File: config.mk
export PLATFORM = sky130hd
export DESIGN_NAME = sha256_stream_hash_unit
export DESIGN_NICKNAME = d
export VERILOG_FILES = /design/src/rtl/shs_pkg.sv /design/src/rtl/shs_ram.sv /design/src/rtl/shs_fifo.sv /design/src/rtl/shs_front.sv /design/src/rtl/shs_engine.sv /design/src/rtl/sha256_stream_hash_unit.sv
export SDC_FILE = /design/constraint.sdc
export NUM_CORES = 2
export LEC_CHECK = 0
export BUFFER_PORTS_ARGS = -buffer_cell sky130_fd_sc_hd__buf_2
export CAP_MARGIN = 20
export CELL_PAD_IN_SITES_DETAIL_PLACEMENT = 1
export CELL_PAD_IN_SITES_GLOBAL_PLACEMENT = 1
export CORE_ASPECT_RATIO = 1.75
export CORE_MARGIN = 2
export CORE_UTILIZATION = 57
export DETAILED_ROUTE_END_ITERATION = 6
export PLACE_DENSITY_LB_ADDON = 0.1
export SETUP_SLACK_MARGIN = 0.02
export SLEW_MARGIN = 10
export SYNTH_ARGS = -nofsm -noshare
export SYNTH_HDL_FRONTEND = slang
export SYNTH_SLANG_ARGS = --single-unit
export TNS_END_PERCENT = 50
File: constraint.sdc
create_clock -name clk -period 63 [get_ports clk]
set_input_delay 6.3 -clock clk [delete_from_list [all_inputs] [get_ports clk]]
set_output_delay 6.3 -clock clk [all_outputs]
set_load 0.02 [all_outputs]
File: src/rtl/shs_pkg.sv
// shared types and constants for the sha-256 stream hash unit
package shs_pkg;

  typedef struct packed {
    logic [7:0] data_byte;
    logic       has_data;
    logic       last_byte;
  } shs_in_t;

  typedef struct packed {
    logic [31:0] digest_word;
    logic [2:0]  word_index;
    logic        last_word;
  } shs_out_t;

  localparam logic [7:0] PadByte = 8'h80;
  localparam logic [5:0] LenStart = 6'd56;

  localparam logic [31:0] InitHash [8] = '{
    32'h6a09e667, 32'hbb67ae85, 32'h3c6ef372, 32'ha54ff53a,
    32'h510e527f, 32'h9b05688c, 32'h1f83d9ab, 32'h5be0cd19};

  localparam logic [31:0] RoundK [64] = '{
    32'h428a2f98, 32'h71374491, 32'hb5c0fbcf, 32'he9b5dba5, 32'h3956c25b, 32'h59f111f1,
    32'h923f82a4, 32'hab1c5ed5, 32'hd807aa98, 32'h12835b01, 32'h243185be, 32'h550c7dc3,
    32'h72be5d74, 32'h80deb1fe, 32'h9bdc06a7, 32'hc19bf174, 32'he49b69c1, 32'hefbe4786,
    32'h0fc19dc6, 32'h240ca1cc, 32'h2de92c6f, 32'h4a7484aa, 32'h5cb0a9dc, 32'h76f988da,
    32'h983e5152, 32'ha831c66d, 32'hb00327c8, 32'hbf597fc7, 32'hc6e00bf3, 32'hd5a79147,
    32'h06ca6351, 32'h14292967, 32'h27b70a85, 32'h2e1b2138, 32'h4d2c6dfc, 32'h53380d13,
    32'h650a7354, 32'h766a0abb, 32'h81c2c92e, 32'h92722c85, 32'ha2bfe8a1, 32'ha81a664b,
    32'hc24b8b70, 32'hc76c51a3, 32'hd192e819, 32'hd6990624, 32'hf40e3585, 32'h106aa070,
    32'h19a4c116, 32'h1e376c08, 32'h2748774c, 32'h34b0bcb5, 32'h391c0cb3, 32'h4ed8aa4a,
    32'h5b9cca4f, 32'h682e6ff3, 32'h748f82ee, 32'h78a5636f, 32'h84c87814, 32'h8cc70208,
    32'h90befffa, 32'ha4506ceb, 32'hbef9a3f7, 32'hc67178f2};

  function automatic logic [31:0] ror(input logic [31:0] x, input int n);
    ror = (x >> n) | (x << (32 - n));
  endfunction

endpackage

File: src/rtl/shs_ram.sv
// generic ram with one write port and one registered read port
module shs_ram #(
  parameter int Width = 8,
  parameter int Depth = 64
) (
  input  logic                     clk,
  input  logic                     we,
  input  logic [$clog2(Depth)-1:0] waddr,
  input  logic [Width-1:0]         wdata,
  input  logic [$clog2(Depth)-1:0] raddr,
  output logic [Width-1:0]         rdata
);
  logic [Width-1:0] mem [Depth];

  always_ff @(posedge clk) begin
    if (we) mem[waddr] <= wdata;
    rdata <= mem[raddr];
  end
endmodule

File: src/rtl/shs_fifo.sv
// small item queue between the input front and the hash engine
module shs_fifo import shs_pkg::*; #(
  parameter int Depth = 4
) (
  input  logic    clk,
  input  logic    rst,
  input  logic    push,
  input  shs_in_t push_data,
  output logic    full,
  input  logic    pop,
  output shs_in_t pop_data,
  output logic    empty
);
  localparam int Aw = $clog2(Depth);
  shs_in_t        slots [Depth];
  logic [Aw-1:0]  wptr, rptr;
  logic [Aw:0]    count;

  assign full = count == (Aw+1)'(Depth);
  assign empty = count == '0;
  assign pop_data = slots[rptr];

  always_ff @(posedge clk) begin
    if (push && !full) slots[wptr] <= push_data;
    if (rst) begin
      wptr <= '0;
      rptr <= '0;
      count <= '0;
    end else begin
      if (push && !full) wptr <= (wptr == Aw'(Depth - 1)) ? '0 : wptr + 1'b1;
      if (pop && !empty) rptr <= (rptr == Aw'(Depth - 1)) ? '0 : rptr + 1'b1;
      count <= count + (Aw+1)'(push && !full) - (Aw+1)'(pop && !empty);
    end
  end
endmodule

File: src/rtl/shs_front.sv
// input front: takes transfers and queues every item that carries work
module shs_front import shs_pkg::*; (
  input  logic    clk,
  input  logic    rst,
  input  logic    in_valid,
  output logic    in_ready,
  input  shs_in_t in_data,
  output shs_in_t q_data,
  output logic    q_empty,
  input  logic    q_pop
);
  logic full, keep;

  assign in_ready = !full;
  // idle items carry no work and are dropped here
  assign keep = in_data.has_data || in_data.last_byte;

  shs_fifo #(.Depth(4)) u_fifo (
    .clk(clk), .rst(rst),
    .push(in_valid && keep), .push_data(in_data), .full(full),
    .pop(q_pop), .pop_data(q_data), .empty(q_empty)
  );
endmodule

File: src/rtl/shs_engine.sv
// hash engine: block buffer, padding, round loop and digest output
module shs_engine import shs_pkg::*; (
  input  logic     clk,
  input  logic     rst,
  input  shs_in_t  q_data,
  input  logic     q_empty,
  output logic     q_pop,
  output logic     out_valid,
  input  logic     out_ready,
  output shs_out_t out_data
);
  typedef enum logic [2:0] {
    S_TAKE, S_PAD, S_LEN, S_LOAD, S_ROUND, S_FOLD, S_EMIT
  } state_t;

  state_t       state;
  logic [5:0]   fill_count;
  logic [60:0]  message_bytes;
  logic [63:0]  bits;
  logic         finishing;
  logic         pad_done;
  logic         state_len_done;
  logic [31:0]  hash_words [8];
  logic [31:0]  v [8];
  logic [31:0]  w [16];
  logic [6:0]   rnd;
  logic [2:0]   widx;

  // buffer ram
  logic         we;
  logic [5:0]   waddr, raddr;
  logic [7:0]   wdata, rdata;

  shs_ram #(.Width(8), .Depth(64)) u_buf (
    .clk(clk), .we(we), .waddr(waddr), .wdata(wdata), .raddr(raddr), .rdata(rdata)
  );

  logic [31:0] s0, s1, wnew, big0, big1, ch, maj, t1, t2;
  always_comb begin
    s0 = ror(w[1], 7) ^ ror(w[1], 18) ^ (w[1] >> 3);
    s1 = ror(w[14], 17) ^ ror(w[14], 19) ^ (w[14] >> 10);
    wnew = w[0] + s0 + w[9] + s1;
    big1 = ror(v[4], 6) ^ ror(v[4], 11) ^ ror(v[4], 25);
    ch = (v[4] & v[5]) ^ (~v[4] & v[6]);
    t1 = v[7] + big1 + ch + RoundK[rnd[5:0]] + w[0];
    big0 = ror(v[0], 2) ^ ror(v[0], 13) ^ ror(v[0], 22);
    maj = (v[0] & v[1]) ^ (v[0] & v[2]) ^ (v[1] & v[2]);
    t2 = big0 + maj;
  end

  // byte writes come from the take, pad and length states
  always_comb begin
    we = 1'b0;
    waddr = fill_count;
    wdata = '0;
    case (state)
      S_TAKE: begin
        we = !q_empty && q_data.has_data;
        wdata = q_data.data_byte;
      end
      S_PAD: begin
        we = 1'b1;
        wdata = pad_done ? 8'h00 : PadByte;
      end
      S_LEN: begin
        we = 1'b1;
        wdata = bits[8*(7 - fill_count[2:0]) +: 8];
      end
      default: ;
    endcase
  end
  assign raddr = rnd[5:0];
  assign q_pop = state == S_TAKE && !q_empty;
  assign out_valid = state == S_EMIT;
  assign out_data = '{digest_word: hash_words[widx], word_index: widx,
                      last_word: widx == 3'd7};

  always_ff @(posedge clk) begin
    if (rst) begin
      state <= S_TAKE;
      fill_count <= '0;
      message_bytes <= '0;
      finishing <= 1'b0;
      pad_done <= 1'b0;
      rnd <= '0;
      widx <= '0;
      for (int i = 0; i < 8; i++) hash_words[i] <= InitHash[i];
    end else begin
      case (state)
        S_TAKE: if (!q_empty) begin
          if (q_data.has_data) begin
            fill_count <= fill_count + 1'b1;
            message_bytes <= message_bytes + 1'b1;
          end
          bits <= {message_bytes + 61'(q_data.has_data), 3'b000};
          finishing <= q_data.last_byte;
          if (q_data.has_data && fill_count == 6'd63) begin
            state <= S_LOAD;
            rnd <= '0;
          end else if (q_data.last_byte) begin
            state <= S_PAD;
          end
        end
        S_PAD: begin
          // pad_done low marks the 0x80 byte not yet written
          pad_done <= 1'b1;
          fill_count <= fill_count + 1'b1;
          if (fill_count == 6'd63) begin
            state <= S_LOAD;
            rnd <= '0;
          end else if (fill_count + 1'b1 == LenStart) begin
            state <= S_LEN;
          end
        end
        S_LEN: begin
          fill_count <= fill_count + 1'b1;
          if (fill_count == 6'd63) begin
            state <= S_LOAD;
            rnd <= '0;
          end
        end
        S_LOAD: begin
          // prime the ram read and the working variables
          for (int i = 0; i < 8; i++) v[i] <= hash_words[i];
          rnd <= 7'd1;
          state <= S_ROUND;
        end
        S_ROUND: begin
          // rnd 1..64 shifts the block bytes into the schedule window
          if (rnd <= 7'd64) begin
            for (int i = 0; i < 15; i++) w[i] <= {w[i][23:0], w[i+1][31:24]};
            w[15] <= {w[15][23:0], rdata};
          end
          rnd <= rnd + 1'b1;
          if (rnd == 7'd64) begin
            rnd <= '0;
            state <= S_FOLD;
          end
        end
        S_FOLD: begin
          // rounds: w[0] is the current schedule word
          v[7] <= v[6]; v[6] <= v[5]; v[5] <= v[4]; v[4] <= v[3] + t1;
          v[3] <= v[2]; v[2] <= v[1]; v[1] <= v[0]; v[0] <= t1 + t2;
          for (int i = 0; i < 15; i++) w[i] <= w[i+1];
          w[15] <= wnew;
          rnd <= rnd + 1'b1;
          if (rnd == 7'd64) begin
            for (int i = 0; i < 8; i++) hash_words[i] <= hash_words[i] + v[i];
            rnd <= '0;
            if (finishing && fill_count == 6'd0 && state_len_done) begin
              widx <= '0;
              state <= S_EMIT;
            end else if (finishing) begin
              state <= S_PAD;
            end else begin
              state <= S_TAKE;
            end
          end
        end
        S_EMIT: if (out_ready) begin
          widx <= widx + 1'b1;
          if (widx == 3'd7) begin
            for (int i = 0; i < 8; i++) hash_words[i] <= InitHash[i];
            fill_count <= '0;
            message_bytes <= '0;
            finishing <= 1'b0;
            pad_done <= 1'b0;
            state <= S_TAKE;
          end
        end
        default: state <= S_TAKE;
      endcase
    end
  end

  // set once the length bytes have gone into the block under way
  always_ff @(posedge clk) begin
    if (rst) state_len_done <= 1'b0;
    else if (state == S_LEN) state_len_done <= 1'b1;
    else if (state == S_EMIT) state_len_done <= 1'b0;
  end
endmodule

File: src/rtl/sha256_stream_hash_unit.sv
// top level of the sha-256 stream hash unit
//  channel | direction | payload
//  in      | input     | shs_in_t  (data_byte, has_data, last_byte)
//  out     | output    | shs_out_t (digest_word, word_index, last_word)
// the engine takes data bytes only in its take state; a full block then adds a ram read-in of 64
// bytes and the round loop, one round per cycle.
// finishing adds padding writes, one or two blocks and eight output transfers.
// a four-entry queue lets input transfers continue while the engine is busy.
// reset is synchronous and restores the initial hash values.
module sha256_stream_hash_unit import shs_pkg::*; (
  input  logic     clk,
  input  logic     rst,
  input  logic     in_valid,
  output logic     in_ready,
  input  shs_in_t  in_data,
  output logic     out_valid,
  input  logic     out_ready,
  output shs_out_t out_data
);
  shs_in_t q_data;
  logic    q_empty, q_pop;

  shs_front u_front (
    .clk(clk), .rst(rst), .in_valid(in_valid), .in_ready(in_ready), .in_data(in_data),
    .q_data(q_data), .q_empty(q_empty), .q_pop(q_pop)
  );

  shs_engine u_engine (
    .clk(clk), .rst(rst), .q_data(q_data), .q_empty(q_empty), .q_pop(q_pop),
    .out_valid(out_valid), .out_ready(out_ready), .out_data(out_data)
  );
endmodule

==> run_results.csv <==
group,metric,value,unit
hold_path,whs_endpoint,"u_engine.pad_done",
critical_path,critPathKind,"input pin to flop",
cts,post_cts_buffers,0,
synthesis,synth-seq-cells,1740,
final_layout,area.growth.synth_to_final,7.788,%
floorplan,die_y,556.0,um
critical_path,cp_max_fo,87,
floorplan,placementRows,202,
route,first_pass_iters,6,
synthesis,synth_cell_types,98,
floorplan,pin_count,52,
power_and_ir_drop,p_per_area,32.19,nW/um^2
floorplan,initial_core_util,57.33,%
critical_path,cp.depth,10,
cts,cts_root_buf,"clkbuf_16",
route,vias_per_cell,6.414,
synthesis,yosysMostFrequentCell,"nand2_1",
cts,ctsResizeCount,0,
outcome,run_status,"completed",
place,dp_hpwl,237900,um
critical_path,reg2regPathDepth,36,
sta,final.setup.tns,0,ns
route,vias,72250,
critical_path,worstPathArrival,13.01,ns
final_layout,final_area,107000,um^2
route,drcViolationCount,0,
synthesis,synthCells,9030,
route,wl,336600,um
sta,max_slew.worst_pin.slew,1.299,ns
cts,cts_tree,"yes",
floorplan,die_w,319.4,um
final_layout,nets,9501,
synthesis,ys_top_cells_by_area,"edfxtp_1 (46%), nand2_1 (7.2%), mux4_2 (5.5%), ha_1 (5.1%), dfxtp_1 (4.7%)",
critical_path,r2r-end,"u_engine.v[0][31]",
synthesis,ys.flop_type,"edfxtp_1",
critical_path,crit_path_end_kind,"flop",
sta,finalSetupViolations,0,
synthesis,netlist_area,99250,um^2
synthesis,yosysTopAreaCellShare,45.66,%
cts,cts.sinks,1740,
global_route,grt_pass1_vias,77950,
critical_path,cp_slowest_stage_delay,0.97,ns
route,post_drt_wl_per_cell,29.88,um
synthesis,syn_avg_cell_area,10.99,um^2
run,cap_violations,0,
critical_path,path_common_cell,"buf_4",
floorplan,die-area,177600,um^2
critical_path,slowest_stage,"buf_4",
synthesis,syn_nets,9644,
synthesis,synth_seq_area_share,50.32,%
cts,clkTransAtPathRegs,0.07,ns
global_route,grt_max_degree,213,
final_layout,multi_input_area,46080,um^2
cts,cts_max_level,4,
critical_path,crit_family,"buffers and inverters",
sta,max_slew_margin,12.46,%
final_layout,seqCellArea,49960,um^2
place,placedInstanceArea,101500,um^2
sta,fin_crit_sh,19.94,%
synthesis,synth_edf_count,1509,
critical_path,reg2reg_from,"u_engine.rnd[1]",
global_route,grt_pass1_wl,500000,um
sta,slew_violations,0,
route,ant_nets,0,
global_route,track_usage,37.86,%
hold_path,hp-class,"flop to flop",
hold_path,hold_path_depth,2,
critical_path,required,63.45,ns
synthesis,yosys-top-cells-count,"nand2_1 (1,899), edfxtp_1 (1,509), nor2_1 (528)",
hold_path,worstHoldStart,"u_engine.pad_done",
synthesis,synth-warning-count,0,
critical_path,start_kind,"input pin",
critical_path,r2r_slack,51.33,ns
power_and_ir_drop,worst_ir_drop_vdd,0.03114,mV
cts,cts_hold_buf,0,
sta,hold_viol,0,
final_layout,drive_above_1_share,10.51,%
route,drt_iter0_drc,6434,
cts,numCtsBuffers,170,
sta,grt_setup_unrepaired,"no",
synthesis,async_flop_share,0,%
cts,clk_latency,0.86,ns
global_route,antenna_found_initial,7,
global_route,grt-ovfl-total,0,
critical_path,crit_chain,"buf_2 -> buf_4 -> or4b_2 -> a21oi_4 -> buf_4 -> or2_4 -> buf_4 -> buf_4 -> buf_4 -> buf_4",
synthesis,yosysTopAreaCell,"edfxtp_1",
critical_path,cp.buffers_inverters,7,
place,portBuffers,51,
final_layout,fill_cells,17800,
sta,hold_ws,0.4998,ns
final_layout,fin_util,61.79,%
cts,clock_path_buffers,4,
floorplan,core_area,173100,um^2
sta,fmax,79.60,MHz
power_and_ir_drop,p_leak,39.64,nW
sta,period_needed,12.56,ns
place,gp_congestion,0.9862,
sta,finClkSkew,0.08483,ns
[metal layers]
layer,vias to the layer above,share of wire (%),GRT usage (%)
met4,2,8.4,27.07
li1,31810,-,-
met1,36890,35,40.93
met3,961,4.8,4.523
met5,-,0.0033,0
met2,2587,52,68.41
[worst min-delay path: stages, from the launching register on]
cell and delay (ns):
dfxtp_1 0.34, a21oi_1 0.06, nor2_1 0.07
[registers in the layout, summed over array words and instances (netlist names), 3 cells and up, named ones only]
signal / flops
u_engine.fill_count: 6
u_front.u_fifo.slots: 40
u_engine.message_bytes: 61
u_front.u_fifo.count: 3
u_engine.u_buf.rdata: 8
u_engine.u_buf.mem: 512
u_engine.w: 512
u_engine.rnd: 7
u_engine.bits: 61
u_engine.v: 256
u_engine.state: 3
u_engine.widx: 3
u_engine.hash_words: 256
[stage by stage]
step                power [W]  setup WS, ns  instances
global route         0.003574         50.12      11260
detailed placement   0.002401         49.67      10960
CTS                  0.003443         50.59      11260
floorplan            0.002105         36.53       9030
finish               0.003444         50.44      11270
global placement     0.002358         49.87      10950
[worst max path at each step]
| stage | slack [ns] | to | start |
|---|---|---|---|
| floorplan | 36.53 | u_engine.v[0][0] | rst |
| global placement | 49.87 | u_engine.w[4][0] | rst |
| detailed placement | 49.67 | u_engine.w[3][16] | rst |
| CTS | 50.59 | u_engine.w[5][6] | rst |
| global route | 50.12 | u_engine.w[6][22] | rst |
| finish | 50.44 | u_engine.w[6][6] | rst |
[where the power goes]
| group | switching, W | leakage, nW | total, W | internal [W] |
|---|---|---|---|---|
| logic | 0.000644 | 21.7 | 0.00101 | 0.000367 |
| clock network | 0.000472 | 2.63 | 0.00104 | 0.000566 |
| registers | 0.0000274 | 15.3 | 0.00139 | 0.00137 |
[cells in the final DEF, fill, tap and decap left out, drive strengths merged, types with 39 or more instances in the layout]
cell type	instances
ha	404
o21bai	40
inv	428
clkbuf	215
mux4	247
buf	158
or3	53
nand2	1901
nand2b	79
edfxtp	1509
nor2b	64
clkinv	65
and3	51
fa	196
a21o	168
dfxtp	231
xor2	259
a21oi	446
mux2	226
nand4	39
xnor2	410
a31oi	59
nand3	114
o21a	65
a211oi	55
o21ai	470
nor3	84
nor2	529
[final cells by class]
class                   count  area share [%]
diodes                      4        0.009357
clock buffers             214           4.279
clock inverters            88          0.7485
inverters                 424           1.491
multi-input cells        6392           43.08
flip-flops and latches   1740           46.70
well taps                2244           2.624
repair buffers            159           1.068
[logic make-up after synthesis]
kind of cell / synth area share (%)
compound gates: 10.17
xor+xnor: 5.904
fa+ha+maj: 9.077
buf+inv: 3.418
flops: 50.32
mux: 8.400
simple gates: 12.72
Note: power is estimated with default switching activity, not from simulation.
